[src/rtl/b64e_pkg.sv]
// shared types and constants for the base64 stream encoder
// job record passed from front to back, sextet to ascii mapping
// no dependencies
package b64e_pkg;

   localparam logic [7:0] PAD_CHAR = 8'h3D;
   localparam int         MAX_SYMS = 4;

   // one output symbol: either a padding mark or a six-bit value
   typedef struct packed {
      logic       pad;
      logic [5:0] sextet;
   } sym_type;

   // work for one request byte
   typedef struct packed {
      sym_type [MAX_SYMS-1:0] syms;
      logic    [1:0]          last_idx;
      logic                   msg_end;
   } job_type;

   typedef enum logic [1:0] {
      PHASE_ZERO = 2'd0,
      PHASE_ONE  = 2'd1,
      PHASE_TWO  = 2'd2,
      PHASE_BAD  = 2'd3
   } phase_type;

   function automatic logic [7:0] sextet_to_ascii(input logic [5:0] v);
      logic [7:0] ch;
      if (v < 6'd26) begin
         ch = 8'h41 + {2'b00, v};
      end else if (v < 6'd52) begin
         ch = 8'h61 + {2'b00, v} - 8'd26;
      end else if (v < 6'd62) begin
         ch = 8'h30 + {2'b00, v} - 8'd52;
      end else if (v == 6'd62) begin
         ch = 8'h2B;
      end else begin
         ch = 8'h2F;
      end
      return ch;
   endfunction

endpackage

[src/rtl/b64e_front.sv]
// front end: accepts request bytes, tracks group phase and leftover bits
// builds one job per byte with its sextets and padding; uses b64e_pkg
module b64e_front (
   input  logic             clock,
   input  logic             reset,
   input  logic             in_valid,
   input  logic [7:0]       in_byte,
   input  logic             in_end,
   input  logic             q_full,
   output logic             in_ready,
   output logic             q_push,
   output b64e_pkg::job_type q_job
);

   b64e_pkg::phase_type phase_ff, phase_in;
   logic [3:0]          spare_ff, spare_in;

   assign in_ready = !q_full;
   assign q_push   = in_valid && !q_full;

   always_comb begin
      b64e_pkg::job_type job;
      b64e_pkg::phase_type np;
      logic [3:0]          ns;
      logic [1:0]          n;
      job = '0;
      np  = b64e_pkg::PHASE_ZERO;
      ns  = 4'd0;
      n   = 2'd0;
      unique case (phase_ff)
         b64e_pkg::PHASE_ONE: begin
            job.syms[0] = '{pad: 1'b0, sextet: {spare_ff[1:0], in_byte[7:4]}};
            ns = in_byte[3:0];
            np = b64e_pkg::PHASE_TWO;
            n  = 2'd1;
         end
         b64e_pkg::PHASE_TWO: begin
            job.syms[0] = '{pad: 1'b0, sextet: {spare_ff, in_byte[7:6]}};
            job.syms[1] = '{pad: 1'b0, sextet: in_byte[5:0]};
            ns = 4'd0;
            np = b64e_pkg::PHASE_ZERO;
            n  = 2'd2;
         end
         default: begin
            job.syms[0] = '{pad: 1'b0, sextet: in_byte[7:2]};
            ns = {2'b00, in_byte[1:0]};
            np = b64e_pkg::PHASE_ONE;
            n  = 2'd1;
         end
      endcase
      if (in_end) begin
         if (np == b64e_pkg::PHASE_ONE) begin
            job.syms[1] = '{pad: 1'b0, sextet: {ns[1:0], 4'b0000}};
            job.syms[2] = '{pad: 1'b1, sextet: 6'd0};
            job.syms[3] = '{pad: 1'b1, sextet: 6'd0};
            n = 2'd0;
         end else if (np == b64e_pkg::PHASE_TWO) begin
            job.syms[1] = '{pad: 1'b0, sextet: {ns, 2'b00}};
            job.syms[2] = '{pad: 1'b1, sextet: 6'd0};
            n = 2'd3;
         end
         np = b64e_pkg::PHASE_ZERO;
         ns = 4'd0;
      end
      // n wraps to zero for four symbols
      job.last_idx = n - 2'd1;
      job.msg_end  = in_end;
      q_job        = job;
      phase_in     = q_push ? np : phase_ff;
      spare_in     = q_push ? ns : spare_ff;
   end

   always_ff @(posedge clock) begin
      if (reset) begin
         phase_ff <= b64e_pkg::PHASE_ZERO;
         spare_ff <= 4'd0;
      end else begin
         phase_ff <= phase_in;
         spare_ff <= spare_in;
      end
   end

endmodule

[src/rtl/b64e_fifo.sv]
// short job queue between front and back ends
// register array with read and write pointers; uses b64e_pkg
module b64e_fifo #(
   parameter int DEPTH = 2
) (
   input  logic              clock,
   input  logic              reset,
   input  logic              push,
   input  b64e_pkg::job_type push_job,
   input  logic              pop,
   output logic              full,
   output logic              not_empty,
   output b64e_pkg::job_type head_job
);

   localparam int AW = $clog2(DEPTH);
   localparam int CW = $clog2(DEPTH + 1);

   b64e_pkg::job_type mem_ff [DEPTH];
   logic [AW-1:0]     wptr_ff, wptr_in, rptr_ff, rptr_in;
   logic [CW-1:0]     count_ff, count_in;

   assign full      = count_ff == CW'(DEPTH);
   assign not_empty = count_ff != '0;
   assign head_job  = mem_ff[rptr_ff];

   always_comb begin
      wptr_in  = wptr_ff;
      rptr_in  = rptr_ff;
      count_in = count_ff;
      if (push) begin
         wptr_in = (wptr_ff == AW'(DEPTH - 1)) ? '0 : wptr_ff + AW'(1);
      end
      if (pop) begin
         rptr_in = (rptr_ff == AW'(DEPTH - 1)) ? '0 : rptr_ff + AW'(1);
      end
      if (push && !pop) begin
         count_in = count_ff + CW'(1);
      end else if (pop && !push) begin
         count_in = count_ff - CW'(1);
      end
   end

   always_ff @(posedge clock) begin
      if (reset) begin
         wptr_ff  <= '0;
         rptr_ff  <= '0;
         count_ff <= '0;
      end else begin
         wptr_ff  <= wptr_in;
         rptr_ff  <= rptr_in;
         count_ff <= count_in;
      end
   end

   always_ff @(posedge clock) begin
      if (push) begin
         mem_ff[wptr_ff] <= push_job;
      end
   end

endmodule

[src/rtl/b64e_back.sv]
// back end: holds one job and sends its characters one per cycle while out_ready is high
// maps sextets to ascii and flags run and message ends; uses b64e_pkg
module b64e_back (
   input  logic              clock,
   input  logic              reset,
   input  logic              q_not_empty,
   input  b64e_pkg::job_type q_job,
   output logic              q_pop,
   output logic              out_valid,
   input  logic              out_ready,
   output logic [7:0]        out_char,
   output logic              out_run_last,
   output logic              out_text_end
);

   logic              busy_ff, busy_in;
   b64e_pkg::job_type job_ff, job_in;
   logic [1:0]        idx_ff, idx_in;
   logic              fire, at_last;
   b64e_pkg::sym_type cur;

   assign cur          = job_ff.syms[idx_ff];
   assign at_last      = idx_ff == job_ff.last_idx;
   assign fire         = busy_ff && out_ready;
   assign out_valid    = busy_ff;
   assign out_char     = cur.pad ? b64e_pkg::PAD_CHAR : b64e_pkg::sextet_to_ascii(cur.sextet);
   assign out_run_last = at_last;
   assign out_text_end = at_last && job_ff.msg_end;
   assign q_pop        = q_not_empty && (!busy_ff || (fire && at_last));

   always_comb begin
      busy_in = busy_ff;
      job_in  = job_ff;
      idx_in  = idx_ff;
      if (q_pop) begin
         busy_in = 1'b1;
         job_in  = q_job;
         idx_in  = 2'd0;
      end else if (fire) begin
         if (at_last) begin
            busy_in = 1'b0;
         end else begin
            idx_in = idx_ff + 2'd1;
         end
      end
   end

   always_ff @(posedge clock) begin
      if (reset) begin
         busy_ff <= 1'b0;
         idx_ff  <= 2'd0;
      end else begin
         busy_ff <= busy_in;
         idx_ff  <= idx_in;
      end
   end

   always_ff @(posedge clock) begin
      job_ff <= job_in;
   end

   // message end only on the last character of a run
   a_end_on_run_last: assert property (@(posedge clock) disable iff (reset)
      out_valid && out_text_end |-> out_run_last)
      else $error("text end without run last");

   // a held character advances only after it was taken
   a_idx_steps: assert property (@(posedge clock) disable iff (reset)
      busy_ff && !out_ready |=> busy_ff && $stable(idx_ff))
      else $error("character index moved while stalled");

   // the queue is read only when the current job is done
   a_pop_when_done: assert property (@(posedge clock) disable iff (reset)
      q_pop |-> !busy_ff || (out_ready && at_last))
      else $error("job loaded over an unfinished one");

endmodule

[src/rtl/base64_stream_encoder_core.sv]
// base64 stream encoder, standard alphabet with '=' padding. each request
// carries one message byte, tlast marking the final byte of the message.
// the response stream gives one character per cycle while a job is held and
// rsp_tready is high: a byte yields one or two characters, the final byte
// up to four. the back end serializer sets the rate, one character per clock
// unless stalled, four characters per three bytes with the last group padded
// to four. the front end takes a byte every cycle while the job queue has room.
// top level; uses b64e_pkg, b64e_front, b64e_fifo, b64e_back
module base64_stream_encoder_core #(
   parameter int QUEUE_DEPTH = 2
) (
   input  logic       clock,
   input  logic       reset,
   input  logic       req_tvalid,
   output logic       req_tready,
   input  logic [7:0] req_tdata,   // data_byte
   input  logic       req_tlast,   // message_end
   output logic       rsp_tvalid,
   input  logic       rsp_tready,
   output logic [7:0] rsp_tdata,   // text_char
   output logic       rsp_tuser,   // run_last
   output logic       rsp_tlast    // text_end
);

   logic              q_full, q_push, q_pop, q_not_empty;
   b64e_pkg::job_type push_job, head_job;

   b64e_front u_front (
      .clock    (clock),
      .reset    (reset),
      .in_valid (req_tvalid),
      .in_byte  (req_tdata),
      .in_end   (req_tlast),
      .q_full   (q_full),
      .in_ready (req_tready),
      .q_push   (q_push),
      .q_job    (push_job)
   );

   b64e_fifo #(
      .DEPTH (QUEUE_DEPTH)
   ) u_fifo (
      .clock     (clock),
      .reset     (reset),
      .push      (q_push),
      .push_job  (push_job),
      .pop       (q_pop),
      .full      (q_full),
      .not_empty (q_not_empty),
      .head_job  (head_job)
   );

   b64e_back u_back (
      .clock        (clock),
      .reset        (reset),
      .q_not_empty  (q_not_empty),
      .q_job        (head_job),
      .q_pop        (q_pop),
      .out_valid    (rsp_tvalid),
      .out_ready    (rsp_tready),
      .out_char     (rsp_tdata),
      .out_run_last (rsp_tuser),
      .out_text_end (rsp_tlast)
   );

endmodule

[config.mk]
export PLATFORM = sky130hd
export DESIGN_NAME = base64_stream_encoder_core
export DESIGN_NICKNAME = d
export VERILOG_FILES = /design/src/rtl/b64e_pkg.sv /design/src/rtl/b64e_front.sv /design/src/rtl/b64e_fifo.sv /design/src/rtl/b64e_back.sv /design/src/rtl/base64_stream_encoder_core.sv
export SDC_FILE = /design/constraint.sdc
export NUM_CORES = 1
export LEC_CHECK = 0
export BUFFER_PORTS_ARGS = -buffer_cell sky130_fd_sc_hd__buf_2
export CORE_MARGIN = 1
export CORE_UTILIZATION = 45
export CTS_BUF_LIST = sky130_fd_sc_hd__clkbuf_8 sky130_fd_sc_hd__clkbuf_16
export CTS_CLUSTER_SIZE = 12
export DETAILED_ROUTE_END_ITERATION = 6
export HOLD_SLACK_MARGIN = 0.15
export PLACE_DENSITY = 0.7
export SLEW_MARGIN = 20
export SYNTH_ARGS = -nofsm -noshare
export SYNTH_HDL_FRONTEND = slang
export SYNTH_SLANG_ARGS = --single-unit
[constraint.sdc]
create_clock -name clock -period 3.5 [get_ports clock]
set_input_delay 1.05 -clock clock [delete_from_list [all_inputs] [get_ports clock]]
set_output_delay 1.05 -clock clock [all_outputs]
set_load 0.02 [all_outputs]
* Yosys cells after proc, flatten, opt, wreduce, memory -nomap -nowiden
Memory sizes are Yosys's and may differ from the RTL's. A register that Yosys moved wholly into a read port is not among the register bits.
Index checks and enable logic that the tools add are counted.
** Word-level totals
- Bits in registers :: 14
- Bits in writable memories :: 60
- Bits of input ports :: 13
- Output and inout bits :: 12
- Word-level logic and storage cells :: 81
- Memories kept :: 1
** Memory list
- u_fifo.mem_ff :: depth 2, width 30, read ports 1, clocked after Yosys merged registers in 1, wr ports 1, line b64e_fifo.sv:19 : b64e_pkg::job_type mem_ff [DEPTH];
** Cells by class
- Add/subtract/negate cells :: 11
- Order comparisons :: 4
- Equal/unequal tests :: 7
- Muxes and demuxes :: 30
- Bitwise logic cells :: 1
- Reduce and logical (&&, ||, !) cells :: 19
** Operators by type and width (count)
- two-way mux 8 bit :: 4
- two-way mux 14 bit :: 2
- two-way mux 21 bit :: 1
- adder 7 x 6 -> 8 bit, first input constant :: 2
- binary-select mux 7 bit (select 2 bit) :: 1
- two-way mux 2 bit :: 7
- two-way mux 7 bit :: 2
- less-than comparator 6 bit, second input constant :: 2
- case mux 6 bit (2 select lines) :: 1
- case mux 4 bit (2 select lines) :: 1
- nonzero test 2 bit :: 4
- subtractor 8 x 5 -> 8 bit, second input constant :: 1
- subtractor 8 x 6 -> 8 bit, second input constant :: 1
- adder 6 x 6 -> 7 bit, first input constant :: 1
- logical AND 1 bit :: 7
- two-way mux 1 bit :: 7
- == test 2 bit, second input constant :: 3
- == test 6 bit, second input constant :: 1
- less-than comparator 6 x 5 -> 1 bit, second input constant :: 1
- two-way mux 6 bit :: 1
- adder 2 x 1 -> 2 bit, second input constant :: 2
- == test 2 x 1 -> 1 bit, second input constant :: 2
- logical NOT 1 bit :: 4
- two-way mux 4 bit :: 1
- 10 further kinds :: 13

* Logic depth before layout (Yosys ltp)
- Word-level depth :: 8
- Depth in mapped cells :: 12
- Gate-level depth less buffers :: 9

* Hierarchy
Synthesis repeated with hierarchy kept, for this count alone.
** Second synthesis, totals
- Cell total of the unflattened synthesis :: 324
- Area, all modules :: 4743.3 sq um
** By module, submodules not included
- b64e_fifo :: times used 1, cells each 118, area an instance 2436.1 sq um, sequential area each 1961.9 sq um
- b64e_back :: times used 1, cells each 115, area an instance 1647.8 sq um, sequential area each 991.0 sq um
- b64e_front :: times used 1, cells each 91, area an instance 659.4 sq um, sequential area each 120.1 sq um

* Worst setup path after synthesis
OpenSTA, ideal clock, no wires.
- Path kind :: register to output
- Start point :: register u_back.idx_ff[0]
- End point :: output rsp_tdata[0]
- Arrival :: 2395 ps
- Data required time :: 2450 ps
- Slack :: 55 ps
- Cell stages (with the launch flop) :: 10
- Path buffers :: 2
- Path through :: dfxtp_1 buf_6 buf_2 mux2i_1 nor2_1 ha_1 and2_1 nor3_2 nor3_1 o21ai_0
** Between the ends
- Cells in the longest elaborated chain, start to end :: 8
- Elaborated cells on any way between the ends :: 14
- Classes of those cells :: add/sub (5); order compare (3); mux (6)
** Ends and longest elaborated chain
- start: declaration :: line b64e_back.sv:18 : logic [1:0] idx_ff, idx_in;
- start signal: assignment :: line b64e_back.sv:54 : idx_ff <= idx_in;
- binary-select mux 7 bit (select 2 bit) * :: line b64e_back.sv:22 : assign cur = job_ff.syms[idx_ff];
- two-way mux 7 bit (implied by the code) * :: line b64e_back.sv:22
- adder 6 x 6 -> 7 bit :: line b64e_pkg.sv:36 : ch = 8'h30 + {2'b00, v} - 8'd52;
- subtractor 8 x 6 -> 8 bit :: line b64e_pkg.sv:36
- two-way mux 8 bit :: line b64e_pkg.sv:35 : end else if (v < 6'd62) begin
- two-way mux 8 bit :: line b64e_pkg.sv:33 : end else if (v < 6'd52) begin
- two-way mux 8 bit :: line b64e_pkg.sv:31 : if (v < 6'd26) begin
- two-way mux 8 bit * :: line b64e_back.sv:26 : assign out_char = cur.pad ? b64e_pkg::PAD_CHAR : b64e_pkg::sextet_to_ascii(cur.sextet);
- end: declaration :: line base64_stream_encoder_core.sv:20 : output logic [7:0] rsp_tdata,
Every way passes the cells marked *; elsewhere a longest branch is shown, timed or not. The select of a mux whose other input is x is not followed.

* Worst setup path after layout
- Start point :: register u_back.idx_ff[0]
- End point :: output rsp_tdata[2]
** Between the ends
- Cells in the longest elaborated chain, start to end :: 8
- Elaborated cells on any way between the ends :: 16
- Classes of those cells :: add/sub (5); order compare (3); eq/ne (1); mux (7)
** Ends and longest elaborated chain (line)
- binary-select mux 7 bit (select 2 bit) * :: b64e_back.sv:22
- two-way mux 7 bit (implied by the code) * :: b64e_back.sv:22
- adder 6 x 6 -> 7 bit or == test 6 bit (tied branches) :: b64e_pkg.sv:36, b64e_pkg.sv:37
- subtractor 8 x 6 -> 8 bit or two-way mux 3 bit (tied branches) :: b64e_pkg.sv:36, b64e_pkg.sv:37
- two-way mux 8 bit :: b64e_pkg.sv:35
- two-way mux 8 bit :: b64e_pkg.sv:33
- two-way mux 8 bit :: b64e_pkg.sv:31
- two-way mux 8 bit * :: b64e_back.sv:26
Marks and branches as above.

==> results.cfg <==
[critical_path]
cp-end-kind = output port
crit_type = reg2out
cp_num_buf_inv = 4
cp_common_cell = buf_6
slowest_delay_ns = 0.38
crit_required_ns = 2.45
rrSetupSlack_ns = 1.29
path_cells = buf_6, mux2i_2, nor2_2, buf_4, ha_4, nor2b_4, buf_6, nor2_1, or3_1, a31o_1, buf_6
slowest_stage = dfxtp_4
critPathMaxFanout = 5
critical_path_arrival_ns = 2.49
start_kind = register
cp_top_family = simple AND/OR/NAND/NOR gates

[synth]
synth_fa_ha_area_frac = 0.0486
synth_compound_area_frac = 0.124
synth_ff_type = edfxtp_1
avgSynthCellArea_sq_um = 11.0
yosys_warnings = 0
netlist_area_sq_um = 3350
netlist-cell-type-count = 50
muxShareOfSynthArea = 0.0796
synth_edf_count = 51
synthArstFlopShare = 0
ys_seq_area_frac = 0.535
syn-instance-count = 304
synth_xor_xnor_area_share = 0.0288
syn_nets = 330
synth_top_family_by_area = simple AND/OR/NAND/NOR gates
synth_simple_gate_area_share = 0.147
yosys_register_bits = 64

[die]
std_cell_rows = 31
dieArea_sq_um = 7790
io_pins = 25
die_h_microns = 88.2
coreArea_sq_um = 7210
start_util = 0.464
die_x_microns = 88.2

[outcome]
violations = setup timing
status = finished with violations

[min_path]
min_path_type = reg2reg

[final_layout]
drive_above_1_share = 0.320
final_cell_mix = 51 x edfxtp_1, 27 x nand2_1, 20 x buf_4, 18 x mux2_2, 18 x buf_2
areaGrowthSynthToFinish_pct = 20.8
final_util = 0.560
final_common_cell = edfxtp_1
nets = 371
diodes = 0

[routing]
via_per_inst = 5.33
drc = 0
drt-pass1-iter-count = 4
vias = 2395
routed_wl_mm = 6.71
ant_nets = 0
routedWlPerCell_microns = 14.9
drt-initial-drc-count = 82

[sta]
period_share = 1.01
rsz0062_at_grt = true
finalSetupViolCount = 2
hold_viol = 0
worstMarginPinSlew_ns = 0.818
maxSlewViolCount = 0
max_freq_mhz = 283
min_period_ns = 3.54
worst_slew_margin_rel = 0.454
fin_worst_skew_ns = 0.00973
fin_ws_ns = -0.0353
hold_slack_ns = 0.453

[cts]
insertion_delay_ns = 0.34
cts_buffers = 9
clkTransAtPathRegs_ns = 0.07
cts_root_buf = clkbuf_8
clock_path_buffers = 2
cts_sinks = 64
h-tree-depth = 3
cts_tree = built

[place]
io_buffers = 24
gp_congestion = 0.949
dp_hpwl_mm = 4.53
dp_slack_ns = 0.0972

[global_routing]
grt_pass1_vias = 2231
grt_pass1_wl_mm = 10.8
grt_max_degree = 25
overflow = 0
track_usage = 0.188
antenna_found_initial = 0

[power]
power.density_nw_per_um2 = 859
vdd_drop_max_mv = 0.377
p_leak_uw = 0.00148

[run]
cap_viol_max_count = 0
==> final timing paths <==
kind	startpoint	endpoint	depth (start not counted)
worst max-delay path	u_back.idx_ff[0]	rsp_tdata[2]	11
worst min-delay path	u_front.spare_ff[3]	u_front.spare_ff[3]	2
worst max register to register	u_back.idx_ff[0]	u_fifo.count_ff[1]	8
worst min register to register	u_front.spare_ff[3]	u_front.spare_ff[3]	2
==> flip-flops by register name (all words and copies together) (netlist names) <==
signal and flops:
u_fifo.rptr_ff 1, u_fifo.wptr_ff 1, u_fifo.count_ff 2, u_back.idx_ff 2
u_back.job_ff 17, u_front.spare_ff 4, u_back.out_valid 1, u_fifo.mem_ff 34
u_front.phase_ff 2
==> worst reg2reg max path, stage by stage (launching register included) <==
cell,delay (ns)
dfxtp_4,0.38
buf_6,0.16
xnor2_1,0.29
nand3_1,0.21
a21oi_2,0.21
inv_1,0.06
ha_1,0.31
or3_1,0.37
a21oi_1,0.15
==> cell type report <==
type                    count  area, sq um
flip-flops and latches     64         1800
clock buffers               9          124
clock inverters             7         48.8
fillers                   614         3170
multi-input cells         210         1570
well taps                  99          124
repair buffers             45          319
inverters                  15         56.3
==> synth_stat cells (all sizes together) (2+ instances only) <==
cell type / count / area (sq um)
nand2: 28 / 105
a21oi: 14 / 73.8
a2bb2oi: 2 / 17.5
mux2: 18 / 203
a31oi: 3 / 18.8
nand3: 10 / 50.1
nor2: 19 / 71.3
nor2b: 4 / 25.0
or2: 3 / 18.8
mux2i: 6 / 63.8
buf: 4 / 25.0
nor3: 7 / 45.0
edfxtp: 51 / 1530
ha: 13 / 163
a22oi: 6 / 45.0
a32oi: 2 / 17.5
o21ai: 19 / 95.1
nand2b: 6 / 37.5
o21a: 2 / 15.0
nand3b: 2 / 15.0
xor2: 7 / 61.3
nand4: 2 / 12.5
clkbuf: 11 / 42.5
a21o: 2 / 15.0
o211ai: 4 / 30.0
and2: 4 / 25.0
and3: 4 / 25.0
dfxtp: 13 / 260
o32a: 2 / 20.0
xnor2: 4 / 35.0
inv: 15 / 56.3
nor3b: 2 / 15.0
or3: 6 / 37.5
==> cell families after synthesis <==
family                     Yosys count
AOI/OAI and AO/OA                   64
and+or+nand+nor                     98
buffers and inverters               30
DFF                                 64
muxes                               24
adders and majority gates           13
xor gates and xnor gates            11
==> where the power goes <==
group / switching, uW / total, uW / internal [uW]
clock: 286 / 540 / 254
sequential: 149 / 1220 / 1070
combinational: 915 / 1720 / 800
==> per-layer routing <==
| metal | track usage | share of wire | wire (microns) |
|---|---|---|---|
| met5 | 0 | 0 | 0 |
| met4 | 0.0777 | 0.016 | 105 |
| met2 | 0.308 | 0.49 | 3320 |
| met3 | 0.0401 | 0.035 | 234 |
| met1 | 0.243 | 0.45 | 3050 |
==> through the flow <==
stage	std cells	setup TNS, ns	area [sq um]	total power [uW]
2_1_floorplan	304	0	3350	2190
3_3_place_gp	423	0	3610	2550
3_5_place_dp	423	0	3610	2570
4_1_cts	449	-0.0451	4000	3380
5_1_grt	449	-0.598	4040	3690
6_report	449	-0.0463	4040	3470
==> what timing repair did <==
item | 4_1_cts | 5_1_grt
gates resized for setup | 38 | 13
hold buffers | 0 | 0
pin swaps | 14 | 6
endpoints found under the setup margin | 8 | 8
buffers inserted | 10 | 0
Note: power is estimated with default switching activity, not from simulation.
